File: src/rtl/assert_macros.svh
// Assertion helpers for the heap RTL.
// Each expects clk and rst_n in scope.
`ifndef ASSERT_MACROS_SVH
`define ASSERT_MACROS_SVH

// Same-cycle implication.
`define BMHPQ_ASSERT_IMP(lbl, ante, cons, msg) \
  lbl: assert property (@(posedge clk) disable iff (!rst_n) (ante) |-> (cons)) \
    else $error(msg);

// Next-cycle implication.
`define BMHPQ_ASSERT_NXT(lbl, ante, cons, msg) \
  lbl: assert property (@(posedge clk) disable iff (!rst_n) (ante) |=> (cons)) \
    else $error(msg);

`endif

File: src/rtl/bmhpq_ram.sv
`default_nettype none
module bmhpq_ram #(
  parameter int WIDTH = 8,
  parameter int DEPTH = 16
) (
  input  wire logic                     clk,
  input  wire logic                     we,
  input  wire logic [$clog2(DEPTH)-1:0] waddr,
  input  wire logic [WIDTH-1:0]         wdata,
  input  wire logic [$clog2(DEPTH)-1:0] raddr,
  output logic      [WIDTH-1:0]         rdata
);

  logic [WIDTH-1:0] mem [DEPTH];
  logic [WIDTH-1:0] rdata_r;

  always_ff @(posedge clk) begin
    if (we) begin
      mem[waddr] <= wdata;
    end
    rdata_r <= mem[raddr];
  end

  assign rdata = rdata_r;

endmodule
`default_nettype wire

File: config.mk
export PLATFORM = sky130hd
export DESIGN_NAME = bmhpq_ram
export DESIGN_NICKNAME = d
export VERILOG_FILES = /design/src/rtl/assert_macros.svh /design/src/rtl/bmhpq_ram.sv
export SDC_FILE = /design/constraint.sdc
export NUM_CORES = 1
export LEC_CHECK = 0
export BUFFER_PORTS_ARGS = -buffer_cell sky130_fd_sc_hd__buf_2
export CAP_MARGIN = 20
export CORE_UTILIZATION = 42
export DETAILED_ROUTE_END_ITERATION = 8
export GPL_TIMING_DRIVEN = 0
export PLACE_DENSITY = 0.67
export SLEW_MARGIN = 15
export SYNTH_ARGS = -nofsm -noshare
export SYNTH_HDL_FRONTEND = slang
export SYNTH_SLANG_ARGS = --single-unit
File: constraint.sdc
create_clock -name clk -period 2.4 [get_ports clk]
set_input_delay 0.48 -clock clk [delete_from_list [all_inputs] [get_ports clk]]
set_output_delay 0.48 -clock clk [all_outputs]
set_load 0.01 [all_outputs]
Yosys cells after proc, flatten, opt, wreduce, memory -nomap -nowiden

Memories as Yosys holds them, arrays and structs flattened. A register that Yosys moved wholly into a read port is not among the register bits.
Index checks and enable logic that the tools add are counted.

Bits in writable memories: 128
Output and inout port bits: 8
Bits of input ports: 18
Word-level logic and storage cells: 3
Latch bits: 0
Memories kept: 1
Bits in read-only memories: 0
Register bits after elaboration: 0

Memory list:

| memory | words | width | rd ports | clocked after Yosys merged registers in | write ports | line            | text |
|---|---|---|---|---|---|---|---|
| mem    | 16    | 8     | 1        | 1                                       | 1           | bmhpq_ram.sv:14 | `logic [WIDTH-1:0] mem [DEPTH];` |

Order comparisons: 0
Eq/ne operators: 0
Multipliers: 0
$add $sub $neg: 0
Muxes and demuxes: 2
Shift-type cells: 0
Bitwise operators: 0
Div/mod/pow operators: 0
Reductions and logical operators: 0

Operators by type and width:

| kind             | number |
|---|---|
| 2-to-1 mux 1 bit | 2 |

Logic depth before layout (Yosys ltp)

Word-level depth: 2
Mapped depth: 5
Depth with buffers taken out: 3

Worst setup path before layout

No wires, ideal clock.

Path kind: in2reg
Start: input port waddr[2]
End: memory mem[0][0], enable pin
Arrival time: 1.590 ns
Buffers on the path: 0
Path slack: 0.427 ns
Cell stages on the path: 2
Library setup time: 0.383 ns
Data required time: 2.017 ns
Path through: or3b_2 > nor3_1

RTL lines:

| item            | line            | text |
|---|---|---|
| start, declared | bmhpq_ram.sv:8  | `input wire logic [$clog2(DEPTH)-1:0] waddr,` |
| end, declared   | bmhpq_ram.sv:14 |  |

Straight into the memory's write port.

Final worst setup path

Start: input port waddr[2]
End: memory mem[0][5], enable pin

Straight into the memory's write port.

==> results_dict.tcl <==
set metrics [dict create \
    status "complete, no violations" \
    routabilityCongestion 0.8745 \
    clk_pin_slew_ns 0.06 \
    critPathCaptureType "flop" \
    drt_first_pass_iters 5 \
    crit_fanout 8 \
    hold_viol_final 0 \
    drive_above_1_share_pct 29.58 \
    pwr-share-seq_pct 47.6 \
    clockBufferDepth 2 \
    cts_resized 0 \
    area_growth_pct 18.11 \
    num-nets-final 290 \
    syn_nets 247 \
    synth_area_per_cell_um2 22.48 \
    worstMarginPinSlew_ns 0.8414 \
    grt_pass1_vias 2424 \
    slew_headroom_pct 43.70 \
    grt_max_degree 17 \
    initial_core_util_pct 43.03 \
    yosysWarnings 0 \
    hpwl_um 6234 \
    worstPathRequired_ns 2.44 \
    fp-row-count 40 \
    max_cap_violations 0 \
    fin_skew_ns 0.008512 \
    ir_drop_mv 0.8507 \
    coreArea_mm2 0.01196 \
    clock_sinks 136 \
    holdWs_ns 0.4620 \
    cts_hold_buf 0 \
    drc 0 \
    dieArea_mm2 0.01270 \
    post-place-ws_ns 0.2592 \
    nFillCells 935 \
    grt_setup_unrepaired "false" \
    grtUsageTotal_pct 17.06 \
    setup.worst_path.start_class "input port" \
    ys_ff_latch 136 \
    fin_crit_ns 1.691 \
    antenna_found_initial 0 \
    synth_top_cell_area_share_pct 74.67 \
    synthTopCellsByArea "edfxtp_1 (75%), mux4_2 (7.9%), mux4_1 (7.1%), dfxtp_1 (3.1%), a22oi_1 (2.3%)" \
    grtUsageMet3_pct 4.713 \
    power_density_mw_per_mm2 921.2 \
    cts_root_buffer "clkbuf_16" \
    via_per_inst 5.573 \
    pin_count 26 \
    fp.dieH_um 112.7 \
    drv_slew 0 \
    grt_pass1_wl_um 14650 \
    power_frac_clock_pct 47.7 \
    vias 2402 \
    totalWireLength_um 9839 \
    stdcell_area_mm2 0.006080 \
    use_met2_pct 25.76 \
    worst_slack_ns 0.7091 \
    power_frac_comb_pct 4.7 \
    syn_inst 229 \
    cts_setup_buffers 0 \
    period_share_pct 70.45 \
    p_leak_nw 2.036 \
    synth-seq-area-share_pct 77.78 \
    htreeDepth 4 \
    drt_first_iter_violations 206 \
    switching_share_pct 19.77 \
    wl_per_cell_um 22.83 \
    grt.busiest_layer "met2" \
    finalSetupViolations 0 \
    p_sw_mw 1.107 \
    fmax_ghz 0.5914 \
    yosys.area.top_type "edfxtp_1" \
    cts_tree "done" \
    cp.arrival_ns 1.73 \
    path_class "in2reg" \
    ant_nets 0 \
    cell_internal_pwr_mw 4.493 \
    ys_types 19 \
    dpl_cell_area_mm2 0.005472 \
    cts_made_buffers 17 \
    die_w_um 112.7 \
    use_met1_pct 23.79 \
    port_buffers 24 \
    n_antenna_cell 0 \
    min_path_type "in2reg" \
    total_power_mw 5.601 \
    gr-total-overflow 0 \
    insertion_delay_ns 0.41 \
    netlist_area_mm2 0.005147 \
]
-- placed cells by master, fill, tap and decap left out, types with 3 or more instances in the layout --
cell	synthesis	layout
edfxtp_1	128	128
buf_2	3	27
mux4_2	18	18
clkbuf_16	0	17
a22oi_1	16	16
mux4_1	14	14
nor2_1	13	13
nand2_1	9	9
dfxtp_1	8	8
nor3_2	0	4
bufinv_16	0	4
buf_6	3	3
clkdlybuf4s25_2	3	3
-- power groups by stage --
stage / Sequential (mW) / Clock [mW] / Combinational, mW
3_5_place_dp: 2.72 / 0 / 0.265
2_1_floorplan: 2.72 / 0 / 0.135
5_1_grt: 2.67 / 2.81 / 0.283
6_report: 2.67 / 2.67 / 0.261
4_1_cts: 2.67 / 2.71 / 0.265
3_3_place_gp: 2.71 / 0 / 0.254
-- cells by family after synthesis --
logic type / Yosys count / share of synthesized area (%)
mux: 32 / 15.02
flops: 136 / 77.78
simple gates: 35 / 3.184
buf+inv: 10 / 1.677
compound gates: 16 / 2.334
-- flip-flops by register name (all words and copies together), names as in the netlist --
signal and flops:
mem 128, rdata 8
-- critical path, cell delays in order --
cell and delay (ns):
buf_2 0.12, or3b_2 0.52, nor3_2 0.61
-- synthesized netlist by cell type (all sizes together) --
| cell type | number |
|---|---|
| edfxtp | 128 |
| or3b | 1 |
| nor3 | 4 |
| nand3 | 1 |
| and2 | 1 |
| a22oi | 16 |
| dfxtp | 8 |
| nor2b | 1 |
| buf | 7 |
| and2b | 1 |
| nand2 | 9 |
| nor2 | 13 |
| nand2b | 2 |
| mux4 | 32 |
| clkdlybuf4s25 | 3 |
| nand3b | 2 |
-- layer usage --
metal	wire length, um	vias to the layer above
met2	4866	89
met3	583	9
li1	-	1060
met5	0	-
met4	97	0
met1	4292	1244
-- layout make-up --
type | instances | area (um2) | share of cell area, %
buffer | 10 | 86.33 | 1.420
clock buffer | 19 | 432.9 | 7.121
clock inverter | 12 | 175.2 | 2.881
multi-input combinational | 83 | 1077 | 17.72
sequential | 136 | 4004 | 65.86
tap | 147 | 183.9 | 3.025
timing repair buffer | 24 | 120.1 | 1.976
-- per-stage QoR --
step                      utilization, %  instances  TNS [ns]
after floorplan                        -        229         0
after global placement             45.58        400   -0.8996
after detailed placement           45.74        400         0
after CTS                          50.83        431         0
after global routing               50.83        431         0
final                              50.83        431         0
-- final timing paths --
| check | start | end | slack (ns) | cells past startpoint |
|---|---|---|---|---|
| min reg2reg | mem[12][1] | rdata[1] | 0.68 | 3 |
| min | wdata[5] | mem[7][5] | 0.46 | 1 |
| max reg2reg | mem[1][3] | rdata[3] | 0.87 | 3 |
| max | waddr[2] | mem[0][5] | 0.71 | 3 |
Note: power is estimated with default switching activity, not from simulation.
