`config.mk`:
```
export PLATFORM = sky130hd
export DESIGN_NAME = bmhpq_ctrl
export DESIGN_NICKNAME = d
export VERILOG_FILES = /design/src/rtl/bmhpq_pkg.sv /design/src/rtl/bmhpq_ctrl.sv
export VERILOG_INCLUDE_DIRS = /design/src /design/src/rtl
export SDC_FILE = /design/constraint.sdc
export NUM_CORES = 1
export LEC_CHECK = 0
export ABC_AREA = 1
export BUFFER_PORTS_ARGS = -buffer_cell sky130_fd_sc_hd__buf_2
export CAP_MARGIN = 20
export CORE_ASPECT_RATIO = 0.9
export CORE_MARGIN = 2
export CORE_UTILIZATION = 53
export CTS_CLUSTER_DIAMETER = 80
export DETAILED_ROUTE_END_ITERATION = 10
export PLACE_DENSITY_LB_ADDON = 0.3
export SLEW_MARGIN = 40
export SYNTH_ARGS = -nofsm -noshare
export SYNTH_HDL_FRONTEND = slang
export SYNTH_SLANG_ARGS = --single-unit
export TNS_END_PERCENT = 20
```
`constraint.sdc`:
```
create_clock -name clk -period 5.1 [get_ports clk]
set_input_delay 1.02 -clock clk [delete_from_list [all_inputs] [get_ports clk]]
set_output_delay 1.02 -clock clk [all_outputs]
set_load 0.05 [all_outputs]
```
`src/rtl/assert_macros.svh`:
```
// Assertion helpers for the heap RTL.
// Each expects clk and rst_n in scope.
`ifndef ASSERT_MACROS_SVH
`define ASSERT_MACROS_SVH

// Same-cycle implication.
`define BMHPQ_ASSERT_IMP(lbl, ante, cons, msg) \
  lbl: assert property (@(posedge clk) disable iff (!rst_n) (ante) |-> (cons)) \
    else $error(msg);

// Next-cycle implication.
`define BMHPQ_ASSERT_NXT(lbl, ante, cons, msg) \
  lbl: assert property (@(posedge clk) disable iff (!rst_n) (ante) |=> (cons)) \
    else $error(msg);

`endif

```
`src/rtl/bmhpq_pkg.sv`:
```
`default_nettype none
package bmhpq_pkg;

  localparam int DEPTH    = 256;
  localparam int TAG_BITS = 16;
  localparam int KEY_W    = 32;
  localparam int KIND_W   = 3;
  localparam int POS_W    = 9;
  localparam int STAT_W   = 3;

  localparam int ADDR_W   = $clog2(DEPTH);
  localparam int CNT_W    = $clog2(DEPTH + 1);
  localparam int CHILD_W  = CNT_W + 1;
  localparam int CMP_W    = (POS_W > CHILD_W) ? POS_W : CHILD_W;
  localparam int ENT_W    = KEY_W + TAG_BITS;

  localparam logic [CNT_W-1:0] CNT_FULL = CNT_W'(DEPTH);

  // request kinds
  localparam logic [KIND_W-1:0] KIND_INSERT  = 3'd0;
  localparam logic [KIND_W-1:0] KIND_PEEK    = 3'd1;
  localparam logic [KIND_W-1:0] KIND_EXTRACT = 3'd2;
  localparam logic [KIND_W-1:0] KIND_INC     = 3'd3;
  localparam logic [KIND_W-1:0] KIND_DEC     = 3'd4;
  localparam logic [KIND_W-1:0] KIND_DELETE  = 3'd5;

  // result status codes
  localparam logic [STAT_W-1:0] ST_OK     = 3'd0;
  localparam logic [STAT_W-1:0] ST_EMPTY  = 3'd1;
  localparam logic [STAT_W-1:0] ST_BADPOS = 3'd2;
  localparam logic [STAT_W-1:0] ST_DIR    = 3'd3;
  localparam logic [STAT_W-1:0] ST_FULL   = 3'd4;

  typedef struct packed {
    logic signed [KEY_W-1:0] key;
    logic [TAG_BITS-1:0]     tag;
  } entry_t;

  typedef struct packed {
    logic                    valid;
    logic [STAT_W-1:0]       status;
    logic signed [KEY_W-1:0] min_key;
    logic [TAG_BITS-1:0]     min_tag;
    logic [CNT_W-1:0]        entry_count;
  } result_t;

endpackage
`default_nettype wire

```
`src/rtl/bmhpq_ctrl.sv`:
```
`default_nettype none
`include "assert_macros.svh"
module bmhpq_ctrl (
  input  wire logic                                  clk,
  input  wire logic                                  rst_n,
  input  wire logic                                  start,
  input  wire logic [bmhpq_pkg::KIND_W-1:0]          req_kind,
  input  wire logic [bmhpq_pkg::POS_W-1:0]           req_pos,
  input  wire logic signed [bmhpq_pkg::KEY_W-1:0]    req_key,
  input  wire logic [bmhpq_pkg::TAG_BITS-1:0]        req_tag,
  output logic                                       busy,
  output logic                                       ram_we,
  output logic [bmhpq_pkg::ADDR_W-1:0]               ram_waddr,
  output logic [bmhpq_pkg::ENT_W-1:0]                ram_wdata,
  output logic [bmhpq_pkg::ADDR_W-1:0]               ram_raddr,
  input  wire logic [bmhpq_pkg::ENT_W-1:0]           ram_rdata,
  output bmhpq_pkg::result_t                         res
);
  import bmhpq_pkg::*;

  localparam logic [3:0] S_IDLE  = 4'd0;
  localparam logic [3:0] S_CHECK = 4'd1;
  localparam logic [3:0] S_ROOT  = 4'd2;
  localparam logic [3:0] S_LAST  = 4'd3;
  localparam logic [3:0] S_POS   = 4'd4;
  localparam logic [3:0] S_UP    = 4'd5;
  localparam logic [3:0] S_UPC   = 4'd6;
  localparam logic [3:0] S_DN    = 4'd7;
  localparam logic [3:0] S_DNL   = 4'd8;
  localparam logic [3:0] S_DNR   = 4'd9;

  // heap position (1-based) to RAM address
  function automatic logic [ADDR_W-1:0] slot(input logic [CHILD_W-1:0] p);
    logic [CHILD_W-1:0] a;
    a = p - 1'b1;
    return a[ADDR_W-1:0];
  endfunction

  logic [3:0]              state_r, state_nxt;
  logic [KIND_W-1:0]       kind_r, kind_nxt;
  logic [POS_W-1:0]        pos_r, pos_nxt;
  logic signed [KEY_W-1:0] key_r, key_nxt;
  logic [TAG_BITS-1:0]     tag_r, tag_nxt;
  logic [CNT_W-1:0]        count_r, count_nxt;
  logic [CNT_W-1:0]        hole_r, hole_nxt;
  entry_t                  mov_r, mov_nxt;
  entry_t                  left_r, left_nxt;
  logic                    moved_r, moved_nxt;
  logic signed [KEY_W-1:0] min_key_r, min_key_nxt;
  logic [TAG_BITS-1:0]     min_tag_r, min_tag_nxt;

  entry_t             rd;
  logic               fin;
  logic [STAT_W-1:0]  fin_status;
  logic               pos_bad;
  logic [CHILD_W-1:0] hole_ext;
  logic [CHILD_W-1:0] lchild;
  logic [CHILD_W-1:0] rchild;
  logic [CHILD_W-1:0] count_ext;

  assign rd        = entry_t'(ram_rdata);
  assign count_ext = CHILD_W'(count_r);
  assign hole_ext  = CHILD_W'(hole_r);
  assign lchild    = {hole_r, 1'b0};
  assign rchild    = lchild + 1'b1;
  assign pos_bad   = (pos_r == '0) || (CMP_W'(pos_r) > CMP_W'(count_r));
  assign busy      = (state_r != S_IDLE);

  always_comb begin
    state_nxt   = state_r;
    kind_nxt    = kind_r;
    pos_nxt     = pos_r;
    key_nxt     = key_r;
    tag_nxt     = tag_r;
    count_nxt   = count_r;
    hole_nxt    = hole_r;
    mov_nxt     = mov_r;
    left_nxt    = left_r;
    moved_nxt   = moved_r;
    min_key_nxt = min_key_r;
    min_tag_nxt = min_tag_r;
    fin         = 1'b0;
    fin_status  = ST_OK;
    ram_we      = 1'b0;
    ram_waddr   = slot(hole_ext);
    ram_wdata   = mov_r;
    ram_raddr   = '0;

    case (state_r)
      S_IDLE: begin
        if (start) begin
          kind_nxt    = req_kind;
          pos_nxt     = req_pos;
          key_nxt     = req_key;
          tag_nxt     = req_tag;
          min_key_nxt = '0;
          min_tag_nxt = '0;
          state_nxt   = S_CHECK;
        end
      end
      S_CHECK: begin
        case (kind_r)
          KIND_INSERT: begin
            if (count_r == CNT_FULL) begin
              fin        = 1'b1;
              fin_status = ST_FULL;
            end else begin
              count_nxt = count_r + 1'b1;
              hole_nxt  = count_r + 1'b1;
              mov_nxt   = '{key: key_r, tag: tag_r};
              moved_nxt = 1'b0;
              state_nxt = S_UP;
            end
          end
          KIND_PEEK, KIND_EXTRACT: begin
            if (count_r == '0) begin
              fin        = 1'b1;
              fin_status = ST_EMPTY;
            end else begin
              ram_raddr = slot(CHILD_W'(1));
              state_nxt = S_ROOT;
            end
          end
          KIND_INC, KIND_DEC: begin
            if (count_r == '0) begin
              fin        = 1'b1;
              fin_status = ST_EMPTY;
            end else if (pos_bad) begin
              fin        = 1'b1;
              fin_status = ST_BADPOS;
            end else begin
              ram_raddr = slot(CHILD_W'(pos_r));
              state_nxt = S_POS;
            end
          end
          KIND_DELETE: begin
            if (pos_bad) begin
              fin        = 1'b1;
              fin_status = ST_BADPOS;
            end else begin
              ram_raddr = slot(count_ext);
              state_nxt = S_LAST;
            end
          end
          default: begin
            fin = 1'b1;
          end
        endcase
      end
      S_ROOT: begin
        min_key_nxt = rd.key;
        min_tag_nxt = rd.tag;
        if (kind_r == KIND_PEEK) begin
          fin = 1'b1;
        end else begin
          ram_raddr = slot(count_ext);
          state_nxt = S_LAST;
        end
      end
      S_LAST: begin
        // last entry fills the hole; drop it outright when it is the hole
        mov_nxt   = rd;
        count_nxt = count_r - 1'b1;
        moved_nxt = 1'b0;
        hole_nxt  = (kind_r == KIND_EXTRACT) ? CNT_W'(1) : CNT_W'(pos_r);
        if (hole_nxt == count_r) begin
          fin = 1'b1;
        end else begin
          state_nxt = S_UP;
        end
      end
      S_POS: begin
        if ((kind_r == KIND_INC && rd.key > key_r) ||
            (kind_r == KIND_DEC && rd.key < key_r)) begin
          fin        = 1'b1;
          fin_status = ST_DIR;
        end else begin
          mov_nxt   = '{key: key_r, tag: rd.tag};
          hole_nxt  = CNT_W'(pos_r);
          moved_nxt = 1'b0;
          state_nxt = S_UP;
        end
      end
      S_UP: begin
        if (hole_r == CNT_W'(1)) begin
          if (moved_r) begin
            ram_we = 1'b1;
            fin    = 1'b1;
          end else begin
            state_nxt = S_DN;
          end
        end else begin
          ram_raddr = slot(hole_ext >> 1);
          state_nxt = S_UPC;
        end
      end
      S_UPC: begin
        if (mov_r.key < rd.key) begin
          ram_we    = 1'b1;
          ram_wdata = rd;
          hole_nxt  = hole_r >> 1;
          moved_nxt = 1'b1;
          state_nxt = S_UP;
        end else if (moved_r) begin
          ram_we = 1'b1;
          fin    = 1'b1;
        end else begin
          state_nxt = S_DN;
        end
      end
      S_DN: begin
        if (lchild > count_ext) begin
          ram_we = 1'b1;
          fin    = 1'b1;
        end else begin
          ram_raddr = slot(lchild);
          state_nxt = S_DNL;
        end
      end
      S_DNL: begin
        left_nxt = rd;
        if (rchild <= count_ext) begin
          ram_raddr = slot(rchild);
          state_nxt = S_DNR;
        end else if (rd.key < mov_r.key) begin
          ram_we    = 1'b1;
          ram_wdata = rd;
          hole_nxt  = lchild[CNT_W-1:0];
          state_nxt = S_DN;
        end else begin
          ram_we = 1'b1;
          fin    = 1'b1;
        end
      end
      S_DNR: begin
        // left wins ties between children
        if (left_r.key < mov_r.key && !(rd.key < left_r.key)) begin
          ram_we    = 1'b1;
          ram_wdata = left_r;
          hole_nxt  = lchild[CNT_W-1:0];
          state_nxt = S_DN;
        end else if (rd.key < mov_r.key) begin
          ram_we    = 1'b1;
          ram_wdata = rd;
          hole_nxt  = rchild[CNT_W-1:0];
          state_nxt = S_DN;
        end else begin
          ram_we = 1'b1;
          fin    = 1'b1;
        end
      end
      default: begin
        state_nxt = S_IDLE;
      end
    endcase

    if (fin) begin
      state_nxt = S_IDLE;
    end

    res.valid       = fin;
    res.status      = fin_status;
    res.min_key     = (fin_status == ST_OK) ? min_key_nxt : '0;
    res.min_tag     = (fin_status == ST_OK) ? min_tag_nxt : '0;
    res.entry_count = count_nxt;
  end

  always_ff @(posedge clk) begin
    if (!rst_n) begin
      state_r <= S_IDLE;
      count_r <= '0;
    end else begin
      state_r <= state_nxt;
      count_r <= count_nxt;
    end
  end

  always_ff @(posedge clk) begin
    kind_r    <= kind_nxt;
    pos_r     <= pos_nxt;
    key_r     <= key_nxt;
    tag_r     <= tag_nxt;
    hole_r    <= hole_nxt;
    mov_r     <= mov_nxt;
    left_r    <= left_nxt;
    moved_r   <= moved_nxt;
    min_key_r <= min_key_nxt;
    min_tag_r <= min_tag_nxt;
  end

  `BMHPQ_ASSERT_NXT(a_accept_busy, start && (state_r == S_IDLE), state_r != S_IDLE, "accepted request did not start")
  `BMHPQ_ASSERT_NXT(a_done_idle, res.valid, state_r == S_IDLE, "sequencer did not return to idle")
  `BMHPQ_ASSERT_NXT(a_count_hold, (state_r == S_IDLE) && !start, $stable(count_r), "count moved while idle")
  `BMHPQ_ASSERT_IMP(a_full_count, res.valid && (res.status == ST_FULL), count_r == CNT_FULL, "full reported below capacity")
  `BMHPQ_ASSERT_IMP(a_write_busy, ram_we, state_r != S_IDLE, "entry write while idle")

endmodule
`default_nettype wire

```
## Yosys cells after proc, flatten, opt, wreduce, memory -nomap -nowiden

Index checks and enable logic that the tools add are counted.

- Register bits: 227
- Word-level logic and storage cells: 176

- Add/sub/neg operators: 9
- Magnitude comparators: 9
- Equality and inequality tests: 34
- Mux-type cells: 86
- Bitwise gates (word level): 1
- Reduce and logical (&&, ||, !) cells: 23

Operator list:

| cell | count |
|---|---|
| $mux 48 | 7 |
| $pmux 48 s3 | 2 |
| $lt 32x32->1 | 5 |
| $mux 9 | 11 |
| $mux 32 | 2 |
| $mux 4 | 16 |
| $pmux 32 s2 | 1 |
| $mux 8 | 7 |
| $pmux 9 s6 | 1 |
| $sub 8x1->8 const B | 6 |
| $pmux 4 s10 | 1 |
| $pmux 8 s5 | 1 |
| $gt 32x32->1 | 1 |
| $mux 16 | 2 |
| $pmux 16 s2 | 1 |
| $mux 1 | 21 |
| $logic_not 9->1 | 2 |
| $ne 2x2->1 const B | 9 |
| $ne 3x3->1 const B | 6 |
| $pmux 9 s2 | 1 |
| $eq 4x3->1 const B | 4 |
| $pmux 4 s4 | 1 |
| $pmux 8 s2 | 1 |
| $pmux 3 s4 | 1 |
| 38 further kinds | 52 |

## Longest topological paths before layout

Gate-level depths: netlist (run 1).

- Word-level depth: 8
- Depth in mapped cells: 23
- Depth with buffers taken out: 22

## Worst setup path before layout (run 1)

OpenSTA, ideal clock, no wires.

- Kind: register to output
- From: reg state_r[0]
- To: out ram_wdata[10] (netlist bit)
- Data arrival time: 4.281 ns
- Slack: -0.201 ns
- Cell stages (with the launch flop): 12
- Cells stage by stage: dfxtp_1 > nor2_1 > inv_1 > nor2_1 > inv_1 > nor2_4 > inv_2 > buf_2 > clkbuf_1 > o21ai_1 > inv_1 > nand4_1

- Cells in the longest elaborated chain, start to end: 2
- Elaborated cells between the ends (all ways): 4
- Classes of those cells: eq/ne (3); mux (1)

RTL lines:

| what | line | RTL |
|---|---|---|
| start, declared | bmhpq_ctrl.sv:39 | `logic [3:0] state_r, state_nxt;` |
| start signal, assigned | bmhpq_ctrl.sv:273 | `state_r <= state_nxt;` |
| $eq 4x4->1 / $eq 4x3->1 (equally long branches) | bmhpq_ctrl.sv:89 | `case (state_r)` |
| $pmux 48 s3 (*) | bmhpq_ctrl.sv:89 |  |
| end, declared | bmhpq_ctrl.sv:14 | `output logic [bmhpq_pkg::ENT_W-1:0] ram_wdata,` |

Mark *: on every way between the ends. The rest lies on a longest branch, timed or not.

## Worst setup path in the final report (run 1)

- From: in ram_rdata[47] (netlist bit)
- To: out ram_wdata[37] (netlist bit)

- Cells in the longest elaborated chain, start to end: 5
- Elaborated cells between the ends (all ways): 10
- Classes of those cells: order compare (3); mux (5); reduce/logical (2)

RTL lines:

| what | line | RTL |
|---|---|---|
| start, declared | bmhpq_ctrl.sv:16 | `input wire logic [bmhpq_pkg::ENT_W-1:0] ram_rdata,` |
| $lt 32x32->1 | bmhpq_ctrl.sv:237 | `if (left_r.key < mov_r.key && !(rd.key < left_r.key)) begin` |
| $logic_not 1->1 | bmhpq_ctrl.sv:237 |  |
| $logic_and 1x1->1 | bmhpq_ctrl.sv:237 |  |
| $mux 48 | bmhpq_ctrl.sv:237 |  |
| $pmux 48 s3 (*) | bmhpq_ctrl.sv:89 |  |

Marked as above.

==> results.sh, run 1 <==
export IMPL_clk_path_buf_depth=3
export IMPL_h_tree_depth=1
export IMPL_clock_fmax_mhz=205.3
export IMPL_ys_seq_area_share_pct=37.66
export IMPL_grt_use_total_pct=31.74
export IMPL_gp_congestion=0.9836
export IMPL_dp_cells=2825
export IMPL_ys_top_cells_by_count="704 x nand2_1, 326 x inv_1, 166 x edfxtp_1, 151 x ha_1, 143 x o21ai_0"
export IMPL_start_kind="primary input"
export IMPL_r2r_end="mov_r[38]$_DFFE_PP_"
export IMPL_whs_path_depth=2
export IMPL_drcViolationCount=0
export IMPL_initialDrtViolationCount=1639
export IMPL_min_period_ns=4.872
export IMPL_synth_most_common_cell="nand2_1"
export IMPL_clock_latency_ns=0.55
export IMPL_cts_tree="built"
export IMPL_fin_nets=2706
export IMPL_async_reset_ff_share_pct=0
export IMPL_cp_cell_sequence="buf_2 > ha_1 > nand2_1 > nor2_1 > nand4_1 > nor4_2 > nand2_1 > nand2_1 > nand2_1 > nand2_1 > inv_1 > nand2_2 > nand2_1 > nand2_4 > buf_4 > nand2_1 > nand4_1 > buf_2"
export IMPL_wire_per_inst_um=18.25
export IMPL_critPathMaxStageDelay_ns=0.36
export IMPL_fin_cells=2874
export IMPL_syn_num_nets=2485
export IMPL_dominantRegCellSynth="edfxtp_1"
export IMPL_r2r_cells=17
export IMPL_ff2ff_setup_slack_ns=1.67
export IMPL_ios=238
export IMPL_hold_viol_final=0
export IMPL_setup_violations=0
export IMPL_synth_top_cell_area_share_pct=30.25
export IMPL_synth_cells=2223
export IMPL_critPathRequiredTime_ns=4.08
export IMPL_clock_sink_count=227
export IMPL_overflow=0
export IMPL_grt_max_degree=52
export IMPL_final_max_slew_viol_count=0
export IMPL_skew_ns=0.02433
export IMPL_cts_root_buf="clkbuf_16"
export IMPL_timing_final_crit_share_pct=95.52
export IMPL_first_pass_iters=6
export IMPL_hold_path_end="min_key_r[16]$_DFF_P_"
export IMPL_p_per_area_nw_per_um2=512.3
export IMPL_min_delay_start="min_key_r[16]$_DFF_P_"
export IMPL_vias=16060
export IMPL_tns_ns=0
export IMPL_cts_repair_resized=0
export IMPL_r2r_start="key_r[5]$_DFFE_PP_"
export IMPL_yosysWarnings=0
export IMPL_crit_slowest_cell="ha_1"
export IMPL_ctsHoldBuffers=0
export IMPL_cts_setup_buffers=0
export IMPL_die_area_sq_um=32520
export IMPL_ant_nets=0
export IMPL_grt_pass1_vias=14970
export IMPL_leakage_nw=9.312
export IMPL_slew_headroom_pct=44.60
export IMPL_endpoint_kind="primary output"
export IMPL_arrival_ns=3.85
export IMPL_crit_type="primary input to primary output"
export IMPL_avgSynthCellArea_sq_um=7.413
export IMPL_synth_cell_types=52
export IMPL_ys_ff_latch=227
export IMPL_dieHeight_um=171.3
export IMPL_initial_core_util_pct=53.58
export IMPL_netlist_area_sq_um=16480
export IMPL_wirelength_mm=52.45
export IMPL_drv_cap=0
export IMPL_numCtsBuffers=26
export IMPL_crit_fanout=12
export IMPL_clk_pin_slew_ns=0.06
export IMPL_grt_setup_unrepaired="false"
export IMPL_netlist_top_cell_by_area="edfxtp_1"
export IMPL_vias_per_cell=5.589
export IMPL_synth_edf_count=166
export IMPL_fill_cells=2794
export IMPL_final_layout_size_suffix_gt1_share_pct=14.77
export IMPL_antenna_found_initial=1
export IMPL_ir_drop_v=0.0004364
export IMPL_synth_area_top_cells="edfxtp_1 30%, nand2_1 16%, ha_1 11%, inv_1 7.4%, dfxtp_1 7.4%"
export IMPL_core_sq_um=30760
export IMPL_rows=61
export IMPL_area_delta_synth_final_pct=15.65
export IMPL_grt_pass1_wl_mm=81.15
export IMPL_port_buffers=237
export IMPL_hpwl_mm=38.56
export IMPL_status="completed"
export IMPL_min_path_type="flop to flop"
export IMPL_worst_pin_slew_ns=0.8283
export IMPL_cpMostUsedCell="nand2_1"
export IMPL_die_width_um=189.9
==> area by class of cell <==
type / instances / area, sq um / share of cell area, %
multi-input combinational: 1578 / 8640 / 45.33
sequential: 227 / 6206 / 32.56
timing repair buffer: 273 / 1526 / 8.009
inverter: 338 / 1269 / 6.657
clock buffer: 33 / 686.9 / 3.604
tap: 409 / 511.7 / 2.685
clock inverter: 15 / 216.5 / 1.136
antenna: 1 / 2.502 / 0.01313
==> layout by cell type (no fill, tap or decap), types with 5 or more instances in the layout <==
master,n
nand2_1,702
inv_1,324
buf_2,237
edfxtp_1,166
ha_1,151
o21ai_0,143
a21oi_1,114
nor2_1,101
nand3_1,100
nand4_1,64
dfxtp_1,61
xor2_1,31
o21ai_1,30
buf_4,30
clkbuf_16,26
o22ai_1,19
o21a_1,18
nor3_1,14
inv_2,10
a21oi_2,10
o211ai_1,8
nor2_4,7
clkinv_1,7
a221oi_1,7
clkbuf_1,6
a31oi_1,5
bufinv_16,5
buf_12,5
==> logic make-up (layout without fill, tap and decap cells) <==
family / Yosys count / in the layout / synth area share (%)
XOR/XNOR: 35 / 35 / 1.860
buffers and inverters: 418 / 659 / 10.31
AO/OA/AOI/OAI: 377 / 377 / 12.89
adder cells (fa/ha/maj): 151 / 151 / 11.46
AND/OR/NAND/NOR: 1015 / 1015 / 25.81
flip-flops: 227 / 227 / 37.66
other: 0 / 1 / 0
==> state kept, by name (all words and copies together) (netlist names) <==
signal	flops
left_r	48
mov_r	48
key_r	32
min_key_r	32
min_tag_r	16
tag_r	16
count_r	9
hole_r	9
pos_r	9
state_r	4
kind_r	3
moved_r	1
==> routing by layer <==
layer / GRT usage, % / wire length [um] / part of all wire (%) / vias up
met5: 0 / 0 / 0 / -
met4: 8.089 / 1066 / 2.0 / 0
met3: 4.754 / 4907 / 9.4 / 74
met2: 50.10 / 22960 / 44 / 769
met1: 45.72 / 23520 / 45 / 7430
li1: - / - / - / 7790
==> per-stage QoR <==
stage	hold slack, ns	area [sq um]	total power, mW	worst slack, ns	utilization [%]
floorplan	0.4142	16480	6.337	0.7564	-
detailed placement	0.4280	18150	7.715	0.2329	59.00
global route	0.4629	19060	10.34	0.04951	61.95
global placement	0.4222	18130	7.605	0.3027	58.95
CTS	0.4437	19050	9.721	0.2139	61.94
finish	0.4398	19060	9.764	0.2283	61.96
==> worst max-delay path by stage <==
stage | cells past startpoint | endpoint | startpoint
2_1_floorplan | 11 | ram_wdata[10] | state_r[0]$_SDFFE_PP0P_
3_3_place_gp | 18 | ram_wdata[37] | ram_rdata[47]
3_5_place_dp | 18 | ram_wdata[37] | ram_rdata[47]
4_1_cts | 18 | ram_wdata[37] | ram_rdata[47]
5_1_grt | 18 | ram_wdata[38] | ram_rdata[47]
6_report | 18 | ram_wdata[37] | ram_rdata[47]
==> worst max-delay path, delay by kind of cell <==
family	cells	cell delay [ns]
adder cells (fa/ha/maj)	1	0.36
buffers and inverters	4	0.75
AND/OR/NAND/NOR	13	1.70
==> power breakdown <==
group          total (mW)  switching [mW]  internal (mW)
Clock                1.99           0.787           1.21
Sequential           2.76           0.263           2.50
Combinational        5.01            3.71           1.30
Total                9.76            4.76           5.01
(Power assumes the default switching activity.)
==> inputs of run 2 (changes only) <==
--- a/config.mk
+++ b/config.mk
@@ -15,6 +15,7 @@
 export CTS_CLUSTER_DIAMETER = 80
 export DETAILED_ROUTE_END_ITERATION = 10
 export PLACE_DENSITY_LB_ADDON = 0.3
+export REMOVE_ABC_BUFFERS = 1
 export SLEW_MARGIN = 40
 export SYNTH_ARGS = -nofsm -noshare
 export SYNTH_HDL_FRONTEND = slang
==> results.sh, run 2 (same netlist as run 1, synthesis figures left out) <==
export IMPL_multi_input_area_sq_um=8640
export IMPL_vias_per_cell=5.529
export IMPL_initial_core_util_pct=53.58
export IMPL_ir_drop_v=0.0003636
export IMPL_crit_fanout=26
export IMPL_final_cell_mix="702 x nand2_1, 324 x inv_1, 237 x buf_2"
export IMPL_area_delta_synth_final_pct=15.66
export IMPL_gp_congestion=0.9324
export IMPL_dpl_cell_area_sq_um=18160
export IMPL_arrival_ns=3.76
export IMPL_clk_pin_slew_ns=0.06
export IMPL_clock_sink_count=227
export IMPL_die_width_um=189.9
export IMPL_wirelength_mm=51.15
export IMPL_final_area_sq_um=19060
export IMPL_crit_type="primary input to primary output"
export IMPL_skew_ns=0.02680
export IMPL_vias=15880
export IMPL_min_path_type="flop to flop"
export IMPL_cts_setup_buffers=0
export IMPL_hpwl_mm=36.84
export IMPL_met2_usage_pct=51.30
export IMPL_dieHeight_um=171.3
export IMPL_drv_cap=0
export IMPL_setup_violations=0
export IMPL_slew_headroom_pct=48.06
export IMPL_ff2ff_setup_slack_ns=1.80
export IMPL_overflow=0
export IMPL_status="completed"
export IMPL_leakage_nw=9.299
export IMPL_final_layout_size_suffix_gt1_share_pct=14.67
export IMPL_cts_root_buf="clkbuf_16"
export IMPL_grt_pass1_wl_mm=79.90
export IMPL_whs_ns=0.4394
export IMPL_fill_cells=2781
export IMPL_worst_pin_slew_ns=0.7791
export IMPL_clock_latency_ns=0.57
export IMPL_fin_nets=2701
export IMPL_clock_fmax_mhz=209.1
export IMPL_initialDrtViolationCount=1249
export IMPL_numCtsBuffers=27
export IMPL_grt_use_total_pct=31.09
export IMPL_grtUsageMet3_pct=4.836
export IMPL_ios=238
export IMPL_endpoint_kind="primary output"
export IMPL_ff_latch_area_sq_um=6206
export IMPL_met1_usage_pct=42.27
export IMPL_grt_max_degree=54
export IMPL_h_tree_depth=1
export IMPL_reg_top3="left_r x48, mov_r x48"
export IMPL_timing_final_crit_share_pct=93.80
export IMPL_final_max_slew_viol_count=0
export IMPL_top_usage_layer="met2"
export IMPL_critPathRequiredTime_ns=4.08
export IMPL_final_common_cell="nand2_1"
export IMPL_ctsHoldBuffers=0
export IMPL_ant_nets=0
export IMPL_antenna_found_initial=3
export IMPL_min_period_ns=4.784
export IMPL_drcViolationCount=0
export IMPL_wire_per_inst_um=17.81
export IMPL_start_kind="primary input"
export IMPL_clk_path_buf_depth=3
export IMPL_cts_tree="built"
export IMPL_grt_pass1_vias=15160
export IMPL_first_pass_iters=6
export IMPL_tns_ns=0
export IMPL_core_sq_um=30760
export IMPL_rows=61
export IMPL_cts_repair_resized=0
export IMPL_port_buffers=237
export IMPL_die_area_sq_um=32520
export IMPL_p_per_area_nw_per_um2=511.0
export IMPL_grt_setup_unrepaired="false"
export IMPL_hold_viol_final=0
[run 2: changes by cell type in the layout (fill, tap and decap cells not counted), moves of 2 or more]
cell | previous run | this run
buf_4 | 30 | 21
buf_12 | 5 | 7
buf_16 | 0 | 2
bufinv_16 | 5 | 3
clkbuf_1 | 6 | 4
clkinvlp_4 | 2 | 4
diode_2 | 1 | 3
inv_6 | 0 | 2
[run 2: where the power goes]
group | leakage, nW | switching [mW] | internal (mW)
Clock | 0.421 | 0.828 | 1.14
Sequential | 2.04 | 0.242 | 2.50
Combinational | 6.84 | 3.68 | 1.35
Total | 9.30 | 4.75 | 4.99
[run 2: through the flow]
stage / std cells / util [%] / setup slack, ns / power, mW
3_3_place_gp: 2817 / 58.88 / 0.3662 / 7.615
2_1_floorplan: 2143 / - / -0.1776 / 6.166
5_1_grt: 2870 / 61.95 / 0.09810 / 10.35
6_report: 2872 / 61.97 / 0.3165 / 9.741
3_5_place_dp: 2819 / 59.06 / 0.3734 / 7.741
4_1_cts: 2869 / 61.95 / 0.3584 / 9.740
[run 2: area by class of cell]
class	count	area share, %
multi-input cells	1578	45.33
clock buffers	32	3.696
flip-flops and latches	227	32.56
well taps	409	2.685
diodes	3	0.03939
inverters	338	6.656
repair buffers	267	8.074
clock inverters	18	0.9649
[run 2: worst paths after layout]
check / startpoint / cells after the start / end
setup / recovery: ram_rdata[47] / 18 / ram_wdata[44]
setup reg to reg: key_r[15]$_DFFE_PP_ / 14 / mov_r[15]$_DFFE_PP_
hold / removal: min_key_r[0]$_DFF_P_ / 2 / min_key_r[0]$_DFF_P_
hold reg to reg: min_key_r[0]$_DFF_P_ / 2 / min_key_r[0]$_DFF_P_
[run 2: per-layer routing]
layer / routed length, um / vias to the layer above
met1: 21890 / 7323
met2: 23570 / 667
met5: 25 / -
met4: 1336 / 4
met3: 4332 / 99
li1: - / 7786
[run 2: critical path: stages]
cell	delay [ns]
buf_2	0.15
ha_1	0.36
nand2_1	0.09
nor2_1	0.14
nand4_1	0.22
nor4_2	0.23
nand2_1	0.10
nand2_1	0.06
nand2_1	0.04
nand2_1	0.05
inv_1	0.06
nand2_2	0.08
nand2_1	0.13
nand2_2	0.11
buf_4	0.36
nand2_1	0.11
nand4_1	0.15
buf_2	0.29
